===== config.mk =====
export PLATFORM = sky130hd
export DESIGN_NAME = gf256_recurrent_affine_cipher
export DESIGN_NICKNAME = d
export VERILOG_FILES = /design/src/sv/gfrac_pkg.sv /design/src/sv/gfrac_mul.sv /design/src/sv/gf256_recurrent_affine_cipher.sv
export SDC_FILE = /design/constraint.sdc
export NUM_CORES = 1
export LEC_CHECK = 0
export BUFFER_PORTS_ARGS = -buffer_cell sky130_fd_sc_hd__buf_2
export CAP_MARGIN = 20
export CORE_MARGIN = 2
export CORE_UTILIZATION = 50
export CTS_CLUSTER_DIAMETER = 80
export DETAILED_ROUTE_END_ITERATION = 8
export PLACE_DENSITY = 0.67
export SLEW_MARGIN = 10
export SYNTH_ARGS = -nofsm -noshare
export SYNTH_HDL_FRONTEND = slang
export SYNTH_SLANG_ARGS = --single-unit

===== constraint.sdc =====
create_clock -name clk -period 10.7 [get_ports clk]
set_clock_uncertainty 0.15 [all_clocks]
set_input_delay 0 -clock clk [delete_from_list [all_inputs] [get_ports clk]]
set_output_delay 0 -clock clk [all_outputs]
set_load 0.02 [all_outputs]

===== src/sv/gfrac_pkg.sv =====
// Package for the GF(2^8) recurrent affine cipher.
// Holds widths, register indexes, the sequencer state type and the reduction polynomial.
// No dependencies.
`default_nettype none

package gfrac_pkg;

    localparam int BYTE_W   = 8;
    localparam int CFG_IDX_W = 3;
    localparam int STEP_W   = 4;

    // x^8 + x^4 + x^3 + x + 1, low byte only (the x^8 term is implied)
    localparam logic [BYTE_W-1:0] RED_POLY_LO = 8'h1B;

    // Last step of the x^254 addition chain (13 multiplies, steps 0..12)
    localparam logic [STEP_W-1:0] INV_LAST_STEP = 4'd12;

    localparam logic [1:0] POS_FIRST  = 2'd0;
    localparam logic [1:0] POS_SECOND = 2'd1;
    localparam logic [1:0] POS_LATER  = 2'd2;

    localparam logic [CFG_IDX_W-1:0] REG_KEY_MULT_FIRST  = 3'd0;
    localparam logic [CFG_IDX_W-1:0] REG_KEY_MULT_SECOND = 3'd1;
    localparam logic [CFG_IDX_W-1:0] REG_KEY_ADD_FIRST   = 3'd2;
    localparam logic [CFG_IDX_W-1:0] REG_KEY_ADD_SECOND  = 3'd3;
    localparam logic [CFG_IDX_W-1:0] REG_DECRYPT_MODE    = 3'd4;

    typedef enum logic [2:0] {
        ST_IDLE,
        ST_KEY_MULT,
        ST_KEY_ADD,
        ST_INV,
        ST_DATA
    } seq_state_t;

endpackage

`default_nettype wire


===== src/sv/gfrac_mul.sv =====
// Combinational GF(2^8) multiplier, reduction by 0x11B.
// Shared unit of the cipher sequencer; uses gfrac_pkg.
`default_nettype none

module gfrac_mul
    import gfrac_pkg::*;
(
    input  wire logic [BYTE_W-1:0] op_a,
    input  wire logic [BYTE_W-1:0] op_b,
    output logic      [BYTE_W-1:0] prod
);

    always_comb
    begin
        logic [BYTE_W-1:0] acc;
        logic [BYTE_W-1:0] m;
        acc = '0;
        m   = op_a;
        // shift-and-add, reducing the multiplicand each step (xtime)
        for (int i = 0; i < BYTE_W; i++)
        begin
            if (op_b[i])
            begin
                acc = acc ^ m;
            end
            m = {m[BYTE_W-2:0], 1'b0} ^ (m[BYTE_W-1] ? RED_POLY_LO : '0);
        end
        prod = acc;
    end

endmodule

`default_nettype wire


===== src/sv/gf256_recurrent_affine_cipher.sv =====
// An accepted encrypt request passes through KEY_MULT, KEY_ADD and DATA, where it
// waits for a free output slot; a decrypt request also passes through INV (13 extra
// multiplies for the x^254 inverse). Only one byte is in progress at a time, as the
// single shared GF multiplier computes key updates, inverse and data product.
// Reset (rst_n, asynchronous, active low): config back to a=1,1 b=0,0 encrypt, key
// state and byte position cleared, no result pending.
// Top level of the cipher; uses gfrac_pkg and gfrac_mul.
`default_nettype none

module gf256_recurrent_affine_cipher
    import gfrac_pkg::*;
(
    input  wire logic                 clk,
    input  wire logic                 rst_n,
    // configuration write port
    input  wire logic                 cfg_we,
    input  wire logic [CFG_IDX_W-1:0] cfg_index,
    input  wire logic [BYTE_W-1:0]    cfg_data,
    // input stream
    input  wire logic                 s_tvalid,
    output logic                      s_tready,
    input  wire logic [BYTE_W-1:0]    s_tdata,   // [7:0] data_byte
    input  wire logic [0:0]           s_tuser,   // [0] message_start
    // output stream
    output logic                      m_tvalid,
    input  wire logic                 m_tready,
    output logic      [BYTE_W-1:0]    m_tdata    // [7:0] result_byte
);

    logic [BYTE_W-1:0] key_mult_first_reg, key_mult_second_reg;
    logic [BYTE_W-1:0] key_add_first_reg, key_add_second_reg;
    logic              decrypt_mode_reg;

    logic [BYTE_W-1:0] mult_older_reg, mult_newer_reg;
    logic [BYTE_W-1:0] add_older_reg, add_newer_reg;
    logic [1:0]        pos_reg;

    seq_state_t        state_reg, state_next;
    logic [STEP_W-1:0] step_reg;
    logic [BYTE_W-1:0] data_reg;
    logic              mode_reg;
    logic [BYTE_W-1:0] a_reg, b_reg, pow_reg;
    logic              out_valid_reg;
    logic [BYTE_W-1:0] out_data_reg;

    logic [BYTE_W-1:0] op_a, op_b, prod;
    logic              in_accept;
    logic              out_free;

    assign in_accept = s_tvalid && s_tready;
    assign out_free  = !out_valid_reg || m_tready;
    assign s_tready  = (state_reg == ST_IDLE);
    assign m_tvalid  = out_valid_reg;
    assign m_tdata   = out_data_reg;

    gfrac_mul u_mul (
        .op_a (op_a),
        .op_b (op_b),
        .prod (prod)
    );

    // Operand select for the shared multiplier
    always_comb
    begin
        op_a = mult_newer_reg;
        op_b = mult_older_reg;
        case (state_reg)
            ST_KEY_MULT:
            begin
                op_a = mult_newer_reg;
                op_b = mult_older_reg;
            end
            ST_KEY_ADD:
            begin
                op_a = add_newer_reg;
                op_b = add_older_reg;
            end
            ST_INV:
            begin
                // even steps square, odd steps multiply by a
                op_a = pow_reg;
                op_b = step_reg[0] ? a_reg : pow_reg;
            end
            ST_DATA:
            begin
                if (mode_reg)
                begin
                    op_a = data_reg ^ b_reg;
                    op_b = pow_reg;
                end
                else
                begin
                    op_a = a_reg;
                    op_b = data_reg;
                end
            end
            default:
            begin
                op_a = mult_newer_reg;
                op_b = mult_older_reg;
            end
        endcase
    end

    always_comb
    begin
        state_next = state_reg;
        case (state_reg)
            ST_IDLE:     state_next = in_accept ? ST_KEY_MULT : ST_IDLE;
            ST_KEY_MULT: state_next = ST_KEY_ADD;
            ST_KEY_ADD:  state_next = mode_reg ? ST_INV : ST_DATA;
            ST_INV:      state_next = (step_reg == INV_LAST_STEP) ? ST_DATA : ST_INV;
            ST_DATA:     state_next = out_free ? ST_IDLE : ST_DATA;
            default:     state_next = ST_IDLE;
        endcase
    end

    always_ff @(posedge clk or negedge rst_n)
    begin
        if (!rst_n)
        begin
            state_reg <= ST_IDLE;
        end
        else
        begin
            state_reg <= state_next;
        end
    end

    // Configuration registers
    always_ff @(posedge clk or negedge rst_n)
    begin
        if (!rst_n)
        begin
            key_mult_first_reg  <= 8'd1;
            key_mult_second_reg <= 8'd1;
            key_add_first_reg   <= '0;
            key_add_second_reg  <= '0;
            decrypt_mode_reg    <= 1'b0;
        end
        else if (cfg_we)
        begin
            case (cfg_index)
                REG_KEY_MULT_FIRST:  key_mult_first_reg  <= cfg_data;
                REG_KEY_MULT_SECOND: key_mult_second_reg <= cfg_data;
                REG_KEY_ADD_FIRST:   key_add_first_reg   <= cfg_data;
                REG_KEY_ADD_SECOND:  key_add_second_reg  <= cfg_data;
                REG_DECRYPT_MODE:    decrypt_mode_reg    <= cfg_data[0];
                default:             ;
            endcase
        end
    end

    // Key state and byte position
    always_ff @(posedge clk or negedge rst_n)
    begin
        if (!rst_n)
        begin
            mult_older_reg <= '0;
            mult_newer_reg <= '0;
            add_older_reg  <= '0;
            add_newer_reg  <= '0;
            pos_reg        <= POS_FIRST;
        end
        else
        begin
            case (state_reg)
                ST_IDLE:
                begin
                    // start flag reloads the keys from config
                    if (in_accept && s_tuser[0])
                    begin
                        mult_older_reg <= key_mult_first_reg;
                        mult_newer_reg <= key_mult_second_reg;
                        add_older_reg  <= key_add_first_reg;
                        add_newer_reg  <= key_add_second_reg;
                        pos_reg        <= POS_FIRST;
                    end
                end
                ST_KEY_MULT:
                begin
                    if (pos_reg == POS_LATER)
                    begin
                        mult_older_reg <= mult_newer_reg;
                        mult_newer_reg <= prod;
                    end
                end
                ST_KEY_ADD:
                begin
                    if (pos_reg == POS_LATER)
                    begin
                        add_older_reg <= add_newer_reg;
                        add_newer_reg <= prod;
                    end
                    else
                    begin
                        pos_reg <= pos_reg + 2'd1;
                    end
                end
                default: ;
            endcase
        end
    end

    // Working registers of the current byte
    always_ff @(posedge clk)
    begin
        case (state_reg)
            ST_IDLE:
            begin
                if (in_accept)
                begin
                    data_reg <= s_tdata;
                    mode_reg <= decrypt_mode_reg;
                end
            end
            ST_KEY_MULT:
            begin
                case (pos_reg)
                    POS_FIRST:  a_reg <= mult_older_reg;
                    POS_SECOND: a_reg <= mult_newer_reg;
                    default:    a_reg <= prod;
                endcase
            end
            ST_KEY_ADD:
            begin
                case (pos_reg)
                    POS_FIRST:  b_reg <= add_older_reg;
                    POS_SECOND: b_reg <= add_newer_reg;
                    default:    b_reg <= prod;
                endcase
                pow_reg <= a_reg;
            end
            ST_INV:
            begin
                pow_reg <= prod;
            end
            default: ;
        endcase
    end

    always_ff @(posedge clk or negedge rst_n)
    begin
        if (!rst_n)
        begin
            step_reg <= '0;
        end
        else if (state_reg == ST_INV)
        begin
            step_reg <= step_reg + 4'd1;
        end
        else
        begin
            step_reg <= '0;
        end
    end

    // Output register: load when the result slot is free, drop once the result is taken
    always_ff @(posedge clk or negedge rst_n)
    begin
        if (!rst_n)
        begin
            out_valid_reg <= 1'b0;
        end
        else if (state_reg == ST_DATA && out_free)
        begin
            out_valid_reg <= 1'b1;
        end
        else if (m_tready)
        begin
            out_valid_reg <= 1'b0;
        end
    end

    always_ff @(posedge clk)
    begin
        if (state_reg == ST_DATA && out_free)
        begin
            out_data_reg <= mode_reg ? prod : (prod ^ b_reg);
        end
    end

endmodule

`default_nettype wire


==> out/results.ini, run 1 <==
[run_status]
status = finished, final reports clean

[clock_network]
htree_num_levels = 4
clockBufferDepth = 2
post_cts_buffers = 0
clock_latency_ps = 420
clk_transition_reported_paths_ps = 60
clock-sinks = 116
cts-root-buf = clkbuf_16
cts_tree = done
cts_made_buffers = 17

[logic_synthesis]
ys_async_sr_fraction_pct = 64.7
syn_area_um2 = 7530
synth_cell_types = 77
syn_nets = 758
ys_seq_area_share_pct = 41.3
yosys.area.top_type = dfrtp_1
yosys-top-cells-count = nor2_1 (78), dfrtp_1 (73), nand2_1 (67)
synth_edf_count = 41
yosys_register_bits = 116
synthCells = 728
synth.most_common_cell = nor2_1
synth_flop_cell = dfrtp_1
synth_top_area_share_pct = 24.2
synthTopCellsByArea = dfrtp_1 (24%), edfxtp_1 (16%), xnor2_1 (5.9%), mux2_2 (5.4%), mux2i_1 (5.3%)
syn_avg_cell_area_um2 = 10.3
ys_warn_count = 0

[timing]
layout_worst_path_cycle_share_pct = 43.5
slew_violations = 0
final_hold_viol_count = 0
period_minus_slack_ps = 4660
relSlewSlack_pct = 28.1
fin_setup_tns_ps = 0
worstMarginPinSlew_ps = 1080
fmax_ghz = 0.215
finalSetupViolCount = 0
grt_setup_unrepaired = no

[routing]
wl_per_cell_um = 22.6
viasPerCell = 6.09
dr.pass1.iters = 5
post-route-drc-count = 0
dr_total_vias = 5922
ant_nets = 0
drt-total-wl_um = 22000
drt-initial-drc-count = 500

[global_route]
grt_pass1_vias = 5974
grt_overflow = 0
grt_use_total_pct = 28.8
antenna_found_initial = 0
grt_max_degree = 76
grt_pass1_wl_um = 34700

[worst_setup_path]
crit_arrival_ps = 4640
cp-start-kind = flop
crit_fanout = 28
critPathSlowestCell = a31oi_1
cp_common_cell = xnor2_1
path_class = flop to flop
worst-endpoint-required_ps = 10680
critical-path-max-stage-delay_ps = 770
worstPathCellList = buf_4 -> nand3b_1 -> buf_4 -> a2bb2oi_1 -> a31oi_1 -> inv_1 -> nor3_1 -> a21oi_1 -> o21ai_0 -> xnor2_1 -> xnor2_1 -> xnor2_1
worst_setup_path_end_kind = flop

[floorplan]
design.core.area_um2 = 14600
num_rows = 44
pin_count = 35
die_x_um = 127
die_h_um = 127
dieArea_um2 = 16100
initial_core_util_pct = 51.4

[layout]
area_growth_pct = 15.2
drive_gt1_share_pct = 20.2
antenna_cells = 0
final_nets = 806

[placement]
portBuffers = 34
dpl.hpwl_um = 16000
gp_congestion = 0.992

[hold_path]
hold_path_class = input pin to flop

[run]
maxCapViolations = 0

-- area by class of cell --
class | instances | area (µm²)
inverter | 9 | 38.8
multi-input combinational | 563 | 4190
timing repair buffer | 69 | 498
clock buffer | 18 | 439
clock inverter | 14 | 166
sequential | 116 | 3110
fill | 1245 | 5970
tap | 184 | 230
-- critical path, delay by kind of cell, from the launching register on --
| kind | cells | cell delay (ps) |
|---|---|---|
| AOI/OAI and AO/OA | 4 | 1200 |
| buffers and inverters | 3 | 1060 |
| and+or+nand+nor | 2 | 540 |
| xor gates and xnor gates | 3 | 1020 |
| DFF | 1 | 360 |
-- cells by family after synthesis --
family	Yosys count	share of synthesized area, %
AOI/OAI and AO/OA	167	17.5
xor gates and xnor gates	78	11.6
adders and majority gates	5	0.830
buffers and inverters	49	3.24
DFF	116	41.3
muxes	76	10.7
and+or+nand+nor	237	14.9
-- placed cells by master, fill, tap and decap left out, drive strengths merged, types with 9 or more instances in the layout --
cell type | synthesis | layout
edfxtp | 41 | 41
nor2b | 10 | 10
o21ai | 45 | 45
nor3 | 19 | 19
nand3 | 16 | 16
a21o | 10 | 10
a21oi | 29 | 29
inv | 8 | 16
nor2 | 81 | 81
dfrtp | 73 | 73
a22oi | 13 | 13
and2 | 9 | 9
nand2 | 68 | 68
a221o | 11 | 11
mux2i | 40 | 40
xnor2 | 60 | 60
clkbuf | 22 | 19
nand2b | 9 | 9
xor2 | 10 | 10
a211oi | 10 | 10
dlygate4sd3 | 0 | 22
mux2 | 36 | 36
buf | 18 | 46
-- per-stage QoR --
| step | hold WS, ps | util, % | setup slack, ps | std cells | cell area (µm²) |
|---|---|---|---|---|---|
| global route | 101 | 59.2 | 5850 | 973 | 8680 |
| global placement | 25.8 | 53.4 | 6030 | 916 | 7820 |
| CTS | 35.0 | 59.0 | 6160 | 970 | 8650 |
| floorplan | -446 | - | 7310 | 728 | 7530 |
| finish | 45.4 | 59.2 | 6040 | 973 | 8680 |
| detailed placement | 28.7 | 53.4 | 6200 | 916 | 7820 |
-- layer usage --
layer	routed length [µm]	global-route usage (%)
met1	9960	40.6
met2	10100	45.1
met3	1460	5.06
met4	521	10.2
met5	0	0
-- timing repair --
item,CTS,global route
resized for setup,0,0
hold buffers,22,0
hold endpoints to repair,116,0
-- path summary, 6_finish.rpt --
path / startpoint / endpoint / slack [ps] / depth (start not counted)
min: s_tvalid / pos_reg[1] / 50 / 3
max: state_reg[0] / m_tdata[1] / 6040 / 12
max reg2reg: state_reg[0] / m_tdata[1] / 6040 / 12
max in group asynchronous: rst_n / mult_older_reg[6] / 9690 / 2
min reg2reg: decrypt_mode_reg / mode_reg / 300 / 0
min in group asynchronous: rst_n / decrypt_mode_reg / 130 / 2
Power of run 1 is left out: the tool's default activity adds up to more than one toggle a clock period on the data nets, which glitch-free logic cannot reach.
==> run 2: changes to the inputs <==
--- a/config.mk
+++ b/config.mk
@@ -11,7 +11,7 @@
 export CORE_UTILIZATION = 50
 export CTS_CLUSTER_DIAMETER = 80
 export DETAILED_ROUTE_END_ITERATION = 8
-export PLACE_DENSITY = 0.67
+export PLACE_DENSITY = 0.7
 export SLEW_MARGIN = 10
 export SYNTH_ARGS = -nofsm -noshare
 export SYNTH_HDL_FRONTEND = slang
==> constraint.sdc (replaced) <==
create_clock -name clk -period 4 [get_ports clk]
set_clock_uncertainty 0.15 [all_clocks]
set_input_delay 0 -clock clk [delete_from_list [all_inputs] [get_ports clk]]
set_output_delay 0 -clock clk [all_outputs]
set_load 0.02 [all_outputs]
==> out/results.ini, run 2 (synthesis gave the netlist of run 1 again) <==
[layout]
final_nets = 842
antenna_cells = 0
final_cell_mix = nor2_1 (78), dfrtp_1 (73), nand2_1 (67)
final_common_cell = nor2_1
fin_util_pct = 61.0
area_growth_pct = 18.6
drive_gt1_share_pct = 23.9

[worst_setup_path]
worstPathCellList = or3b_1 -> buf_4 -> a211oi_4 -> a31oi_4 -> xnor2_2 -> or4_1 -> o221ai_2 -> xnor2_2 -> xnor2_2 -> xnor2_1 -> xnor2_1
worst-endpoint-required_ps = 3990
path_class = flop to flop
critical-path-max-stage-delay_ps = 520
cp_common_cell = xnor2_2
crit_buf_inv = 1
crit_arrival_ps = 3810
cp_top_family = XOR/XNOR gates
worst_setup_path_end_kind = flop
cp-start-kind = flop
crit_fanout = 7
critPathSlowestCell = or4_1

[timing]
fmax_ghz = 0.262
final_hold_viol_count = 0
slew_violations = 0
relSlewSlack_pct = 40.2
finalSetupViolCount = 0
fin_setup_tns_ps = 0
period_minus_slack_ps = 3820
worstMarginPinSlew_ps = 897
grt_setup_unrepaired = no
layout_worst_path_cycle_share_pct = 95.6

[clock_network]
cts-root-buf = clkbuf_16
clk_transition_reported_paths_ps = 60
clock-sinks = 116
clockBufferDepth = 2
clock_latency_ps = 420
cts_made_buffers = 17
cts_tree = done
htree_num_levels = 4

[routing]
viasPerCell = 6.06
drt-initial-drc-count = 564
drt-total-wl_um = 22300
dr.pass1.iters = 5
wl_per_cell_um = 22.1
post-route-drc-count = 0
dr_total_vias = 6119
ant_nets = 0

[global_route]
grt_pass1_vias = 5870
grt_use_total_pct = 28.8
grt_overflow = 0
grt_pass1_wl_um = 34800
grt_max_degree = 39
antenna_found_initial = 0

[placement]
dpl.hpwl_um = 16200
gp_congestion = 0.997
portBuffers = 34

[floorplan]
die_x_um = 127
pin_count = 35
dieArea_um2 = 16100
num_rows = 44
design.core.area_um2 = 14600
die_h_um = 127
initial_core_util_pct = 51.4

[run_status]
status = finished, final reports clean

[hold_path]
hold_path_class = input pin to flop

[run]
maxCapViolations = 0

run 2: changes by cell type in the layout (fill, tap and decap cells not counted), sizes merged:
| cell | previous run | this run |
|---|---|---|
| buf | 46 | 83 |
| clkinv | 4 | 7 |
| inv | 16 | 13 |
| bufinv | 2 | 1 |
run 2: through the flow:
| step | cell area, µm² | hold slack (ps) | setup slack (ps) | cells |
|---|---|---|---|---|
| after global placement | 8070 | -7.00 | 70.6 | 948 |
| after detailed placement | 8070 | 9.87 | 61.0 | 948 |
| after global routing | 8940 | 97.5 | 25.0 | 1009 |
| after floorplan | 7530 | -446 | 606 | 728 |
| final | 8940 | 77.4 | 177 | 1009 |
| after CTS | 8870 | 68.1 | 56.4 | 1002 |
run 2: what timing repair did:
action | in CTS | in global routing
endpoints found under the hold margin | 78 | 0
hold buffers | 22 | 0
resized for setup | 0 | 3
setup buffers | 0 | 6
setup endpoints to repair | 0 | 9
run 2: area by class of cell:
type / count / area (µm²)
fill: 1200 / 5710
tap: 184 / 230
timing repair buffer: 105 / 771
sequential: 116 / 3110
clock inverter: 13 / 123
clock buffer: 19 / 453
multi-input combinational: 563 / 4210
inverter: 9 / 38.8
run 2: worst paths after layout:
kind / startpoint / endpoint / slack [ps] / cells after the start
min: s_tvalid / pos_reg[1] / 80 / 3
max in group asynchronous: rst_n / mult_newer_reg[4] / 2590 / 3
min reg2reg: key_add_second_reg[4] / key_add_second_reg[4] / 360 / 1
max: state_reg[1] / m_tdata[3] / 180 / 11
max reg2reg: state_reg[1] / m_tdata[3] / 180 / 11
min in group asynchronous: rst_n / key_add_first_reg[1] / 100 / 2
run 2: tightest hold or removal path: cells and delay by family:
family                 cells  cell delay [ps]
and+or+nand+nor            2              500
buffers and inverters      1              100
run 2: per-layer routing:
metal	share of wire, %	global-route usage, %	up-vias
met1	44	41.9	2984
met2	45	44.2	289
met5	0	0	-
li1	-	-	2811
met3	9.1	6.58	35
met4	1.9	6.72	0
Power of run 2 is left out for the same reason.
==> run 3: changes to the inputs <==
--- a/config.mk
+++ b/config.mk
@@ -11,7 +11,9 @@
 export CORE_UTILIZATION = 50
 export CTS_CLUSTER_DIAMETER = 80
 export DETAILED_ROUTE_END_ITERATION = 8
+export MAX_ROUTING_LAYER = met4
 export PLACE_DENSITY = 0.7
+export SKIP_CTS_REPAIR_TIMING = 1
 export SLEW_MARGIN = 10
 export SYNTH_ARGS = -nofsm -noshare
 export SYNTH_HDL_FRONTEND = slang
==> out/results.ini, run 3 (synthesis gave the netlist of run 1 again) <==
[worst_setup_path]
r2r-start = state_reg[0]
cp-start-kind = flop
worst_setup_path_end_kind = flop
worst-r2r-setup-slack_ps = 180
path_class = flop to flop
crit_fanout = 15
crit_arrival_ps = 3830
worst-endpoint-required_ps = 4010
r2r_end = a_reg[0]
r2r.worst_path.cells = 11

[clock_network]
clock_latency_ps = 420
cts_tree = done
htree_num_levels = 4
clockBufferDepth = 2
clock-sinks = 116
cts_made_buffers = 17
cts-root-buf = clkbuf_16
clk_transition_reported_paths_ps = 60

[global_route]
antenna_found_initial = 0
grt_use_total_pct = 30.2
grt_overflow = 0
grt_max_degree = 42
grt_pass1_vias = 6058
grt_pass1_wl_um = 35600

[routing]
wl_per_cell_um = 22.5
drt-total-wl_um = 22600
ant_nets = 0
viasPerCell = 6.16
drt-initial-drc-count = 624
post-route-drc-count = 0
dr_total_vias = 6176
dr.pass1.iters = 5

[layout]
final_cell_mix = nor2_1 (78), dfrtp_1 (73), nand2_1 (67)
antenna_cells = 0
stdcell_count = 1003
num-fill-cells = 1250
final_cell_area_um2 = 8910
area_growth_pct = 18.2
final_nets = 836
drive_gt1_share_pct = 23.6
final_common_cell = nor2_1

[run]
maxCapViolations = 0

[placement]
dpl.cell_count = 949
portBuffers = 34
dpl.hpwl_um = 16800
gp_congestion = 0.977
place_area_um2 = 8080

[timing]
final_hold_viol_count = 0
grt_setup_unrepaired = no
relSlewSlack_pct = 26.4
period_minus_slack_ps = 3820
layout_worst_path_cycle_share_pct = 95.5
finalSetupViolCount = 0
worstMarginPinSlew_ps = 1100
fmax_ghz = 0.262
fin_setup_tns_ps = 0
slew_violations = 0

[floorplan]
pin_count = 35
num_rows = 44
dieArea_um2 = 16100
die_x_um = 127
design.core.area_um2 = 14600
initial_core_util_pct = 51.4
die_h_um = 127

[run_status]
status = finished, final reports clean

[hold_path]
hold_path_class = input pin to async pin

## run 3: routing by layer
layer,track usage (%),vias to the layer above,part of all wire [%]
li1,-,2800,-
met3,6.28,35,8.4
met1,40.8,3045,42
met5,-,-,0
met4,8.60,0,1.9
met2,46.7,296,47
## run 3: layout make-up
cell class              instances  area, µm²  area share (%)
clock buffers                  20        467            5.24
clock inverters                12        120            1.35
inverters                       9       38.8           0.436
multi-input cells             563       4210            47.3
flip-flops and latches        116       3110            34.9
well taps                     184        230            2.58
repair buffers                 99        726            8.15
## run 3: metrics by stage
step,hold WS (ps),util (%),worst slack [ps]
CTS,-431,59.2,30.2
global route,84.1,60.8,24.5
floorplan,-446,-,606
finish,68.1,60.8,181
detailed placement,19.1,55.2,42.8
global placement,-6.96,55.2,79.3
## run 3: how the worst max path moves through the flow
| stage | end | cells past startpoint | slack (ps) | startpoint |
|---|---|---|---|---|
| floorplan | b_reg[6] | 11 | 610 | state_reg[1] |
| global placement | m_tdata[4] | 11 | 80 | state_reg[2] |
| detailed placement | m_tdata[4] | 11 | 40 | state_reg[2] |
| CTS | m_tdata[4] | 11 | 30 | state_reg[2] |
| global route | b_reg[6] | 11 | 20 | state_reg[2] |
| finish | a_reg[0] | 11 | 180 | state_reg[0] |
## run 3: critical path, cell delays in order, from the launching register on
cell	delay [ps]
dfrtp_1	390
buf_4	210
nor3b_2	210
buf_4	270
a211oi_1	100
a21oi_1	850
nor2_1	230
xor2_1	230
xnor2_1	320
buf_4	230
nor2_1	70
a221o_1	290
Power of run 3 is left out for the same reason.
